<file path="src/rtl/gcoc_pkg.sv">
// Shared constants for the gripper close/open controller: widths, mode codes,
// register indexes and reset values. Depends on nothing.
`timescale 1ns / 1ps

package gcoc_pkg;

   // Width of the wrapping tick counters (range 16 to 64).
   localparam int TIME_WIDTH = 32;

   localparam int ANGLE_W    = 8;
   localparam int PRESSURE_W = 10;
   localparam int TICKS_W    = 16;
   localparam int MODE_W     = 3;
   localparam int ADDR_W     = 5;
   localparam int DATA_W     = 32;
   localparam int INDEX_W    = 3;

   typedef logic [TIME_WIDTH-1:0] time_type;
   typedef logic [MODE_W-1:0]     mode_type;

   localparam mode_type MODE_OPEN    = 3'd0;
   localparam mode_type MODE_CLOSING = 3'd1;
   localparam mode_type MODE_CLOSED  = 3'd2;
   localparam mode_type MODE_OPENING = 3'd3;
   localparam mode_type MODE_ERROR   = 3'd4;

   localparam logic [INDEX_W-1:0] REG_OPEN_POSITION   = 3'd0;
   localparam logic [INDEX_W-1:0] REG_CLOSED_POSITION = 3'd1;
   localparam logic [INDEX_W-1:0] REG_STEP_INTERVAL   = 3'd2;
   localparam logic [INDEX_W-1:0] REG_CLOSE_TIMEOUT   = 3'd3;
   localparam logic [INDEX_W-1:0] REG_CONTACT_DELTA   = 3'd4;
   localparam logic [INDEX_W-1:0] REG_PULSE_LENGTH    = 3'd5;

   localparam logic [ANGLE_W-1:0]    RST_OPEN_POSITION   = 8'd30;
   localparam logic [ANGLE_W-1:0]    RST_CLOSED_POSITION = 8'd110;
   localparam logic [TICKS_W-1:0]    RST_STEP_INTERVAL   = 16'd15;
   localparam logic [TICKS_W-1:0]    RST_CLOSE_TIMEOUT   = 16'd1800;
   localparam logic [PRESSURE_W-1:0] RST_CONTACT_DELTA   = 10'd20;
   localparam logic [TICKS_W-1:0]    RST_PULSE_LENGTH    = 16'd50;

   // Ticks between two counter values, modulo the counter width.
   function automatic time_type elapsed(input time_type now_t, input time_type then_t);
      return now_t - then_t;
   endfunction

endpackage

</file>
<file path="src/rtl/gripper_close_open_controller_top.sv">
// Top level of the gripper close/open controller: register port, five-mode
// state machine, handshake pulse timer and result register. Uses gcoc_pkg.
`timescale 1ns / 1ps

// Channel   Direction  Handshake             Payload
// req       in         req_valid/req_stall   close_command, pressure_sample
// rsp       out        rsp_valid/rsp_stall   servo_angle, mode, holding, fault,
//                                            handshake_level
// csr       in/out     psel/penable/pready   paddr, pwrite, pwdata, prdata
//
// The whole tick is worked out by compare and add logic between the state
// registers and the result register, so a new word is accepted in every
// cycle while the result register is free or being emptied. The result is
// registered and appears in the cycle after acceptance. Reset is
// synchronous and puts the controller in open at the reset open position
// with all counters cleared. While a result is stalled, req_stall is raised
// and the state holds.

module gripper_close_open_controller_top (
   input  logic                              clock,
   input  logic                              reset,

   input  logic                              req_valid,
   output logic                              req_stall,
   input  logic                              req_close_command,
   input  logic [gcoc_pkg::PRESSURE_W-1:0]   req_pressure_sample,

   output logic                              rsp_valid,
   input  logic                              rsp_stall,
   output logic [gcoc_pkg::ANGLE_W-1:0]      rsp_servo_angle,
   output logic [gcoc_pkg::MODE_W-1:0]       rsp_mode,
   output logic                              rsp_holding,
   output logic                              rsp_fault,
   output logic                              rsp_handshake_level,

   input  logic                              psel,
   input  logic                              penable,
   input  logic                              pwrite,
   input  logic [gcoc_pkg::ADDR_W-1:0]       paddr,
   input  logic [gcoc_pkg::DATA_W-1:0]       pwdata,
   output logic [gcoc_pkg::DATA_W-1:0]       prdata,
   output logic                              pready
);

   // Configuration registers.
   logic [gcoc_pkg::ANGLE_W-1:0]    open_position_ff;
   logic [gcoc_pkg::ANGLE_W-1:0]    closed_position_ff;
   logic [gcoc_pkg::TICKS_W-1:0]    step_interval_ff;
   logic [gcoc_pkg::TICKS_W-1:0]    close_timeout_ff;
   logic [gcoc_pkg::PRESSURE_W-1:0] contact_delta_ff;
   logic [gcoc_pkg::TICKS_W-1:0]    pulse_length_ff;

   logic                            cfg_write;
   logic [gcoc_pkg::INDEX_W-1:0]    cfg_index;

   // Controller state.
   gcoc_pkg::mode_type              mode_ff, mode_in;
   logic [gcoc_pkg::ANGLE_W-1:0]    position_ff, position_in;
   logic [gcoc_pkg::PRESSURE_W-1:0] baseline_ff, baseline_in;
   logic                            fault_ff, fault_in;
   logic                            pulse_high_ff, pulse_high_in;
   gcoc_pkg::time_type              tick_ff, tick_in;
   gcoc_pkg::time_type              last_step_ff, last_step_in;
   gcoc_pkg::time_type              close_start_ff, close_start_in;
   gcoc_pkg::time_type              pulse_start_ff, pulse_start_in;
   logic                            holding_in;

   // Result register.
   logic                            rsp_valid_ff;
   logic [gcoc_pkg::ANGLE_W-1:0]    rsp_angle_ff;
   gcoc_pkg::mode_type              rsp_mode_ff;
   logic                            rsp_holding_ff;
   logic                            rsp_fault_ff;
   logic                            rsp_level_ff;

   logic                            accept;
   logic                            step_due;
   logic                            pulse_expired;
   logic                            pulse_live;
   logic                            pulse_req;
   logic                            contact;
   logic                            timed_out;
   logic [gcoc_pkg::ANGLE_W-1:0]    stepped;
   logic [gcoc_pkg::PRESSURE_W:0]   threshold;

   // ---------------------------------------------------------------------
   // Register port. Writes land at the access phase; reads are a plain mux.
   // ---------------------------------------------------------------------
   assign pready    = 1'b1;
   assign cfg_write = psel && penable && pwrite && pready;
   assign cfg_index = paddr[gcoc_pkg::ADDR_W-1:2];

   always_ff @(posedge clock) begin
      if (reset) begin
         open_position_ff   <= gcoc_pkg::RST_OPEN_POSITION;
         closed_position_ff <= gcoc_pkg::RST_CLOSED_POSITION;
         step_interval_ff   <= gcoc_pkg::RST_STEP_INTERVAL;
         close_timeout_ff   <= gcoc_pkg::RST_CLOSE_TIMEOUT;
         contact_delta_ff   <= gcoc_pkg::RST_CONTACT_DELTA;
         pulse_length_ff    <= gcoc_pkg::RST_PULSE_LENGTH;
      end else if (cfg_write) begin
         case (cfg_index)
            gcoc_pkg::REG_OPEN_POSITION: begin
               open_position_ff <= pwdata[gcoc_pkg::ANGLE_W-1:0];
            end
            gcoc_pkg::REG_CLOSED_POSITION: begin
               closed_position_ff <= pwdata[gcoc_pkg::ANGLE_W-1:0];
            end
            gcoc_pkg::REG_STEP_INTERVAL: begin
               step_interval_ff <= pwdata[gcoc_pkg::TICKS_W-1:0];
            end
            gcoc_pkg::REG_CLOSE_TIMEOUT: begin
               close_timeout_ff <= pwdata[gcoc_pkg::TICKS_W-1:0];
            end
            gcoc_pkg::REG_CONTACT_DELTA: begin
               contact_delta_ff <= pwdata[gcoc_pkg::PRESSURE_W-1:0];
            end
            gcoc_pkg::REG_PULSE_LENGTH: begin
               pulse_length_ff <= pwdata[gcoc_pkg::TICKS_W-1:0];
            end
            default: begin
            end
         endcase
      end
   end

   always_comb begin
      prdata = '0;
      case (cfg_index)
         gcoc_pkg::REG_OPEN_POSITION:   prdata = gcoc_pkg::DATA_W'(open_position_ff);
         gcoc_pkg::REG_CLOSED_POSITION: prdata = gcoc_pkg::DATA_W'(closed_position_ff);
         gcoc_pkg::REG_STEP_INTERVAL:   prdata = gcoc_pkg::DATA_W'(step_interval_ff);
         gcoc_pkg::REG_CLOSE_TIMEOUT:   prdata = gcoc_pkg::DATA_W'(close_timeout_ff);
         gcoc_pkg::REG_CONTACT_DELTA:   prdata = gcoc_pkg::DATA_W'(contact_delta_ff);
         gcoc_pkg::REG_PULSE_LENGTH:    prdata = gcoc_pkg::DATA_W'(pulse_length_ff);
         default:                       prdata = '0;
      endcase
   end

   // ---------------------------------------------------------------------
   // Handshake. The input is held off only while a result sits unclaimed.
   // ---------------------------------------------------------------------
   assign req_stall = rsp_valid_ff && rsp_stall;
   assign accept    = req_valid && !req_stall;

   // ---------------------------------------------------------------------
   // One tick of the controller. The current tick count is "now"; the
   // pulse timer is serviced before the mode logic may request a new pulse.
   // ---------------------------------------------------------------------
   assign step_due      = gcoc_pkg::elapsed(tick_ff, last_step_ff) >=
                          gcoc_pkg::TIME_WIDTH'(step_interval_ff);
   assign timed_out     = gcoc_pkg::elapsed(tick_ff, close_start_ff) >=
                          gcoc_pkg::TIME_WIDTH'(close_timeout_ff);
   assign pulse_expired = gcoc_pkg::elapsed(tick_ff, pulse_start_ff) >=
                          gcoc_pkg::TIME_WIDTH'(pulse_length_ff);
   assign pulse_live    = pulse_high_ff && !pulse_expired;
   assign threshold     = {1'b0, baseline_ff} + {1'b0, contact_delta_ff};
   assign contact       = {1'b0, req_pressure_sample} > threshold;

   always_comb begin
      mode_in        = mode_ff;
      position_in    = position_ff;
      baseline_in    = baseline_ff;
      fault_in       = fault_ff;
      last_step_in   = last_step_ff;
      close_start_in = close_start_ff;
      holding_in     = 1'b0;
      pulse_req      = 1'b0;
      stepped        = position_ff;

      case (mode_ff)
         gcoc_pkg::MODE_OPEN: begin
            fault_in    = 1'b0;
            baseline_in = req_pressure_sample;
            if (req_close_command) begin
               close_start_in = tick_ff;
               mode_in        = gcoc_pkg::MODE_CLOSING;
            end
         end
         gcoc_pkg::MODE_CLOSING: begin
            if (step_due) begin
               last_step_in = tick_ff;
               if (position_ff < closed_position_ff) begin
                  stepped = position_ff + 1'b1;
               end
            end
            position_in = stepped;
            // Contact takes priority over the limit and the timeout.
            if (contact) begin
               fault_in   = 1'b0;
               mode_in    = gcoc_pkg::MODE_CLOSED;
               pulse_req  = 1'b1;
               holding_in = 1'b1;
            end else if (stepped >= closed_position_ff || timed_out) begin
               fault_in   = 1'b1;
               mode_in    = gcoc_pkg::MODE_ERROR;
               holding_in = 1'b1;
            end
         end
         gcoc_pkg::MODE_CLOSED, gcoc_pkg::MODE_ERROR: begin
            if (!req_close_command) begin
               mode_in = gcoc_pkg::MODE_OPENING;
            end
            holding_in = 1'b1;
         end
         default: begin
            if (step_due) begin
               last_step_in = tick_ff;
               if (position_ff > open_position_ff) begin
                  stepped = position_ff - 1'b1;
               end
            end
            position_in = stepped;
            // Arriving at or below the open position snaps to it exactly.
            if (stepped <= open_position_ff) begin
               position_in = open_position_ff;
               baseline_in = req_pressure_sample;
               fault_in    = 1'b0;
               mode_in     = gcoc_pkg::MODE_OPEN;
               pulse_req   = 1'b1;
            end
         end
      endcase

      // A request while the pulse is still high is dropped.
      pulse_high_in  = pulse_live;
      pulse_start_in = pulse_start_ff;
      if (pulse_req && !pulse_live) begin
         pulse_high_in  = 1'b1;
         pulse_start_in = tick_ff;
      end

      tick_in = tick_ff + 1'b1;
   end

   always_ff @(posedge clock) begin
      if (reset) begin
         mode_ff        <= gcoc_pkg::MODE_OPEN;
         position_ff    <= gcoc_pkg::RST_OPEN_POSITION;
         baseline_ff    <= '0;
         fault_ff       <= 1'b0;
         pulse_high_ff  <= 1'b0;
         tick_ff        <= '0;
         last_step_ff   <= '0;
         close_start_ff <= '0;
         pulse_start_ff <= '0;
      end else if (accept) begin
         mode_ff        <= mode_in;
         position_ff    <= position_in;
         baseline_ff    <= baseline_in;
         fault_ff       <= fault_in;
         pulse_high_ff  <= pulse_high_in;
         tick_ff        <= tick_in;
         last_step_ff   <= last_step_in;
         close_start_ff <= close_start_in;
         pulse_start_ff <= pulse_start_in;
      end
   end

   // ---------------------------------------------------------------------
   // Result register. It refills on the same edge at which it is emptied.
   // ---------------------------------------------------------------------
   always_ff @(posedge clock) begin
      if (reset) begin
         rsp_valid_ff <= 1'b0;
      end else if (accept) begin
         rsp_valid_ff <= 1'b1;
      end else if (!rsp_stall) begin
         rsp_valid_ff <= 1'b0;
      end
   end

   always_ff @(posedge clock) begin
      if (accept) begin
         rsp_angle_ff   <= position_in;
         rsp_mode_ff    <= mode_in;
         rsp_holding_ff <= holding_in;
         rsp_fault_ff   <= fault_in;
         rsp_level_ff   <= pulse_high_in;
      end
   end

   assign rsp_valid           = rsp_valid_ff;
   assign rsp_servo_angle     = rsp_angle_ff;
   assign rsp_mode            = rsp_mode_ff;
   assign rsp_holding         = rsp_holding_ff;
   assign rsp_fault           = rsp_fault_ff;
   assign rsp_handshake_level = rsp_level_ff;

endmodule

</file>
<file path="config.mk">
export PLATFORM = sky130hd
export DESIGN_NAME = gripper_close_open_controller_top
export DESIGN_NICKNAME = d
export VERILOG_FILES = /design/src/rtl/gcoc_pkg.sv /design/src/rtl/gripper_close_open_controller_top.sv
export SDC_FILE = /design/constraint.sdc
export NUM_CORES = 1
export LEC_CHECK = 0
export BUFFER_PORTS_ARGS = -buffer_cell sky130_fd_sc_hd__buf_2
export CORE_UTILIZATION = 30
export DETAILED_ROUTE_END_ITERATION = 16
export SLEW_MARGIN = 20
export SYNTH_ARGS = -nofsm -noshare
export SYNTH_HDL_FRONTEND = slang
export SYNTH_SLANG_ARGS = --single-unit
</file>
<file path="constraint.sdc">
create_clock -name clock -period 16.54 [get_ports clock]
set_input_delay 4.962 -clock clock [delete_from_list [all_inputs] [get_ports clock]]
set_output_delay 4.962 -clock clock [all_outputs]
set_load 0.02 [all_outputs]
</file>
==> results_dict.tcl, run 1 <==
set metrics [dict create \
    cts_buffers 29 \
    final.setup.tns_ns 0 \
    critPathTopFamily "buffers and inverters" \
    synth-warning-count 0 \
    coreArea_um2 63080 \
    yosysUniqueCellTypes 95 \
    drt-pass1-iter-count 6 \
    skew_ns 0.03285 \
    startpoint_type "input port" \
    placement.io_buffers 68 \
    drive_gt1_share_pct 7.075 \
    ant_nets 0 \
    cp_common_cell "buf_2" \
    post_cts_buffers 0 \
    crit_chain "buf_2, inv_1, nor2_1, nand2_1, o21ai_0, buf_2" \
    max_slew.worst_pin.slew_ns 0.8595 \
    intPower_mw 1.102 \
    timing.final.crit_share_pct 71.25 \
    drt_iter0_markers 1282 \
    rrSetupSlack_ns 7.89 \
    power_mw 1.585 \
    min_from "close_start_ff[17]" \
    die-area_um2 64960 \
    synthCells 2509 \
    hold_viol 0 \
    clockPowerShare_pct 40.3 \
    status "completed" \
    crit_arrival_ns 6.82 \
    ys.flop_type "dfxtp_1" \
    tritoncts "yes" \
    rows 92 \
    power_leakage_nw 9.018 \
    wl_per_cell_um 15.91 \
    gp_congestion 0.8922 \
    via_per_inst 5.144 \
    grt_pass1_vias 16150 \
    vias 17300 \
    crit_required_ns 11.58 \
    hpwl_mm 41.13 \
    start_util_pct 30.41 \
    synth-seq-cells 240 \
    synth_top_area_share_pct 23.58 \
    clock_sinks 240 \
    grt_max_degree 89 \
    die_y_um 254.9 \
    min_path_cells 2 \
    syn_area_um2 19180 \
    synth_edf_count 14 \
    pin_count 104 \
    crit_path_max_fanout 35 \
    fillers 6802 \
    hold_class "flip-flop to flip-flop" \
    ctsHoldBuffers 0 \
    timing.rr.start "tick_ff[0]" \
    crit_buf_inv 3 \
    reg2reg_depth 33 \
    pwr-share-seq_pct 38.4 \
    max-vdd-ir-drop_uv 76.15 \
    synth_commonest_cells "nand2_1 (370), dfxtp_1 (226), a21oi_1 (215), inv_1 (203), ha_1 (195)" \
    post-route-util_pct 33.42 \
    max_stage_delay_ns 0.65 \
    clk_pin_slew_ns 0.05 \
    critPathSlowestCell "buf_2" \
    nets 2750 \
    maxSlewViolCount 0 \
    drc 0 \
    powerDensity_nw_per_um2 75.17 \
    cp-end-kind "output port" \
    fp.dieW_um 254.9 \
    area_growth_pct 9.900 \
    rsz0062_at_grt "no" \
    period_needed_ns 11.79 \
    pwr-share-comb_pct 21.2 \
    maxCapViolations 0 \
    htreeDepth 1 \
    final-setup-viol-count 0 \
    power.net_switching_uw 483.0 \
    gr-total-overflow 0 \
    synthArstFlopShare_pct 0 \
    antenna_found_initial 1 \
    yosysSeqAreaShare_pct 25.77 \
    clock_latency_ns 0.58 \
    clockBufferDepth 3 \
    fmax_ghz 0.08485 \
    yosysTopAreaCell "dfxtp_1" \
    startpoint "paddr[2]" \
    r2r-end "rsp_servo_angle[4]" \
    hold_path_end "close_start_ff[17]" \
    drt_wl_total_mm 53.49 \
    grt_usage_pct 16.37 \
    ctsResizeCount 0 \
    max_slew_margin_pct 41.22 \
    yosysMostFrequentCell "nand2_1" \
    syn_avg_cell_area_um2 7.646 \
    critPathKind "input port to output port" \
    synth_area_leaders "dfxtp_1 (24%), ha_1 (13%), nand2_1 (7.2%), mux2i_1 (6.0%), a21oi_1 (5.6%)" \
    clock-root-buffer "clkbuf_16" \
    switching_share_pct 30.48 \
    grt_pass1_wl_mm 86.68 \
]
-- cell type report --
class | instances | area (µm²) | share of cell area (%)
clock buffer | 37 | 775.7 | 3.679
timing repair buffer | 84 | 466.7 | 2.214
clock inverter | 14 | 156.4 | 0.7418
multi-input combinational | 1937 | 12910 | 61.25
antenna | 1 | 2.502 | 0.01187
inverter | 204 | 765.7 | 3.632
sequential | 240 | 4945 | 23.45
tap | 846 | 1059 | 5.020
-- worst max-delay path by stage --
stage,endpoint,depth (start not counted)
finish,prdata[15],6
global route,prdata[15],6
CTS,prdata[15],6
detailed placement,prdata[15],6
global placement,prdata[15],6
floorplan,prdata[10],5
-- metrics by stage --
stage / hold WS [ns] / worst slack (ns) / instance area (µm²) / cells
3_3_place_gp: 0.4424 / 4.826 / 20140 / 3311
3_5_place_dp: 0.4463 / 4.822 / 20140 / 3311
2_1_floorplan: 0.4347 / 4.953 / 19240 / 2524
6_report: 0.4520 / 4.755 / 21080 / 3363
5_1_grt: 0.4704 / 4.654 / 21080 / 3363
4_1_cts: 0.4536 / 4.816 / 21070 / 3362
-- registers in the layout (all words and copies together), names as in the netlist --
register             cells
baseline_ff             10
close_start_ff          32
close_timeout_ff        16
closed_position_ff       8
contact_delta_ff        10
fault_ff                 1
last_step_ff            32
mode_ff                  3
open_position_ff         8
position_ff              8
pulse_high_ff            1
pulse_length_ff         16
pulse_start_ff          32
rsp_fault                1
rsp_handshake_level      1
rsp_holding              1
rsp_mode                 3
rsp_servo_angle          8
rsp_valid                1
step_interval_ff        16
tick_ff                 32
-- layer usage --
metal,share of wire [%],GRT usage [%],vias up
met5,0,0,-
met4,1.8,3.867,0
met3,4.5,1.617,55
met2,45,26.69,368
met1,49,23.07,8094
li1,-,-,8781
-- cells in the final DEF (no fill, tap or decap), drive strengths merged, types with 17 or more instances in the layout --
cell type / synthesis / layout
a211oi: 27 / 27
a21o: 69 / 69
a21oi: 218 / 218
and3: 23 / 23
buf: 38 / 84
clkbuf: 105 / 37
conb: 2 / 17
dfxtp: 226 / 226
ha: 195 / 195
inv: 204 / 207
mux2i: 115 / 115
nand2: 370 / 370
nand2b: 20 / 20
nand3: 51 / 51
nand4: 49 / 49
nor2: 187 / 187
nor2b: 24 / 24
nor3: 45 / 45
o211ai: 32 / 32
o21a: 26 / 26
o21ai: 109 / 109
o21bai: 22 / 22
xnor2: 57 / 57
xor2: 53 / 53
-- power by group through the flow --
stage | clock [mW] | sequential (mW) | combinational (mW)
CTS | 0.654 | 0.609 | 0.337
finish | 0.639 | 0.609 | 0.336
global placement | 0 | 0.622 | 0.335
floorplan | 0 | 0.621 | 0.254
detailed placement | 0 | 0.622 | 0.335
global route | 0.677 | 0.611 | 0.375
-- kinds of logic after synthesis --
kind of cell / count (synthesis) / synth area share (%)
AOI/OAI and AO/OA: 631 / 21.44
xor gates and xnor gates: 110 / 5.022
adders and majority gates: 199 / 13.14
buffers and inverters: 347 / 7.357
DFF: 240 / 25.77
muxes: 122 / 6.528
other: 2 / 0.03915
and+or+nand+nor: 858 / 20.71
-- worst register-to-register path, delay by kind of cell, from the launching register on --
family / cells / cell delay [ns]
and+or+nand+nor: 13 / 3.13
AOI/OAI and AO/OA: 13 / 2.83
adders and majority gates: 4 / 1.27
buffers and inverters: 2 / 0.62
DFF: 1 / 0.54
xor gates and xnor gates: 1 / 0.14
Power figures use the tool's default switching activity.
==> run 2: changes to the inputs <==
==> constraint.sdc (replaced) <==
create_clock -name clock -period 10.8 [get_ports clock]
set_input_delay 3.24 -clock clock [delete_from_list [all_inputs] [get_ports clock]]
set_output_delay 3.24 -clock clock [all_outputs]
set_load 0.02 [all_outputs]
==> run 2 against run 1 <==
Net effect: power is 58% higher; clock-buffer cell count is 4 higher; final area is 0.40% higher; non-clock buffer count is 1 lower; worst setup slack worse by 2.5 ns; clock power is 64% higher; sequential share of layout area is 0.093 points lower; first-iteration DRC count is 7.7% lower; largest power group unchanged; via count is 0.68% lower.
==> results_dict.tcl, run 2 (synthesized netlist as in run 1, its figures left out) <==
set metrics [dict create \
    met3_wirelength_mm 2.506 \
    pwr-share-comb_pct 20.4 \
    drc 0 \
    grt_max_degree 100 \
    met1_length_mm 26.17 \
    via_per_inst 5.110 \
    skew_ns 0.02876 \
    rsz0062_at_grt "no" \
    design_area_um2 21170 \
    clk_pin_slew_ns 0.06 \
    clock_sinks 240 \
    maxCapViolations 0 \
    period_needed_ns 8.545 \
    crit_required_ns 11.24 \
    pin_count 104 \
    grt_pass1_wl_mm 86.62 \
    pwr-share-seq_pct 37.4 \
    max-vdd-ir-drop_uv 107.0 \
    grt_pass1_vias 15930 \
    clock-root-buffer "clkbuf_16" \
    rrSetupSlack_ns 2.25 \
    htreeDepth 1 \
    max_stage_delay_ns 0.61 \
    nets 2748 \
    fmax_ghz 0.1170 \
    clockBufferDepth 3 \
    final.setup.tns_ns 0 \
    place_area_um2 20130 \
    reg2reg_depth 33 \
    drt_iter0_markers 1183 \
    wl_met2_mm 24.03 \
    timing.rr.start "tick_ff[0]" \
    critPathSlowestCell "a22oi_1" \
    dp_slack_ns 2.325 \
    gr-total-overflow 0 \
    intPower_mw 1.761 \
    die-area_um2 64960 \
    hold_path_end "close_start_ff[22]" \
    crit_path_max_fanout 32 \
    tritoncts "yes" \
    vias 17180 \
    final-setup-viol-count 0 \
    startpoint_type "flip-flop" \
    power_mw 2.499 \
    ctsHoldBuffers 0 \
    hold_class "flip-flop to flip-flop" \
    hpwl_mm 40.99 \
    gp_congestion 0.9150 \
    seqCellArea_um2 4945 \
    cp-end-kind "flip-flop" \
    setup_ws_ns 2.255 \
    powerDensity_nw_per_um2 118.0 \
    maxSlewViolCount 0 \
    status "completed" \
    fillers 6811 \
    cts_buffers 28 \
    clock_latency_ns 0.58 \
    multi_input_area_um2 12910 \
    power.net_switching_uw 737.8 \
    crit_arrival_ns 8.98 \
    insertedDiodeCount 0 \
    max_slew_margin_pct 37.65 \
    min_from "close_start_ff[22]" \
    ant_nets 0 \
    grt_usage_pct 16.40 \
    timing.final.crit_share_pct 79.12 \
    post_cts_buffers 0 \
    drt-pass1-iter-count 5 \
    holdWs_ns 0.4516 \
    wl_per_cell_um 15.91 \
    r2r-end "rsp_servo_angle[4]" \
    placement.io_buffers 68 \
    layout_common_cells "nand2_1 (370), dfxtp_1 (226), a21oi_1 (215), inv_1 (203), ha_1 (195)" \
    start_util_pct 30.41 \
    fp.dieW_um 254.9 \
    critPathKind "flip-flop to flip-flop" \
    clockPowerShare_pct 42.2 \
    coreArea_um2 63080 \
    top_layer "met4" \
    area_growth_pct 10.34 \
    layout_commonest_cell "nand2_1" \
    drive_gt1_share_pct 7.114 \
    drt_wl_total_mm 53.51 \
    min_path_cells 2 \
    hold_viol 0 \
    die_y_um 254.9 \
    max_slew.worst_pin.slew_ns 0.9117 \
    antenna_found_initial 0 \
    switching_share_pct 29.53 \
    ctsResizeCount 0 \
    rows 92 \
    power_leakage_nw 9.057 \
]
## run 2: cell count changes in the layout (fill, tap and decap cells not counted)
cell	change
diode_2	-1
clkinv_8	+1
clkbuf_1	-1
clkbuf_8	+6
clkinv_4	+1
inv_6	-2
buf_4	-1
clkinv_2	-4
clkbuf_16	-1
bufinv_16	+2
clkinvlp_4	-1
## run 2: worst max-delay path by stage
stage | from | cells past startpoint | to
after floorplan | paddr[2] | 5 | prdata[10]
after global placement | tick_ff[0] | 33 | rsp_servo_angle[4]
after detailed placement | tick_ff[0] | 33 | rsp_servo_angle[4]
after CTS | tick_ff[0] | 33 | rsp_servo_angle[4]
after global routing | tick_ff[0] | 33 | position_ff[4]
final | tick_ff[0] | 33 | rsp_servo_angle[4]
## run 2: through the flow
stage | std cells | util [%]
floorplan | 2524 | -
global placement | 3310 | 31.91
detailed placement | 3310 | 31.91
CTS | 3362 | 33.54
global route | 3362 | 33.56
finish | 3362 | 33.56
## run 2: power by group through the flow
stage	logic [mW]	clock network (mW)	registers (mW)
2_1_floorplan	0.388	0	0.951
6_report	0.510	1.05	0.934
3_3_place_gp	0.507	0	0.953
3_5_place_dp	0.509	0	0.953
5_1_grt	0.568	1.11	0.936
4_1_cts	0.512	1.08	0.934
## run 2: worst max-delay path: cells and delay by family (launching register included)
family / cells / cell delay [ns]
AOI/OAI and AO/OA: 13 / 2.73
xor gates and xnor gates: 1 / 0.14
adders and majority gates: 4 / 1.27
buffers and inverters: 2 / 0.61
DFF: 1 / 0.52
and+or+nand+nor: 13 / 3.11
## run 2: area by class of cell
type,instances,share of cell area (%)
inverter,204,3.617
sequential,240,23.36
timing repair buffer,83,2.169
tap,846,5.001
clock inverter,11,0.9280
clock buffer,41,3.919
multi-input combinational,1937,61.01
## run 2: metal layers
layer | vias to the layer above | GRT usage, %
li1 | 8764 | -
met1 | 8010 | 23.28
met2 | 355 | 26.69
met3 | 52 | 1.759
met4 | 0 | 3.234
met5 | - | 0
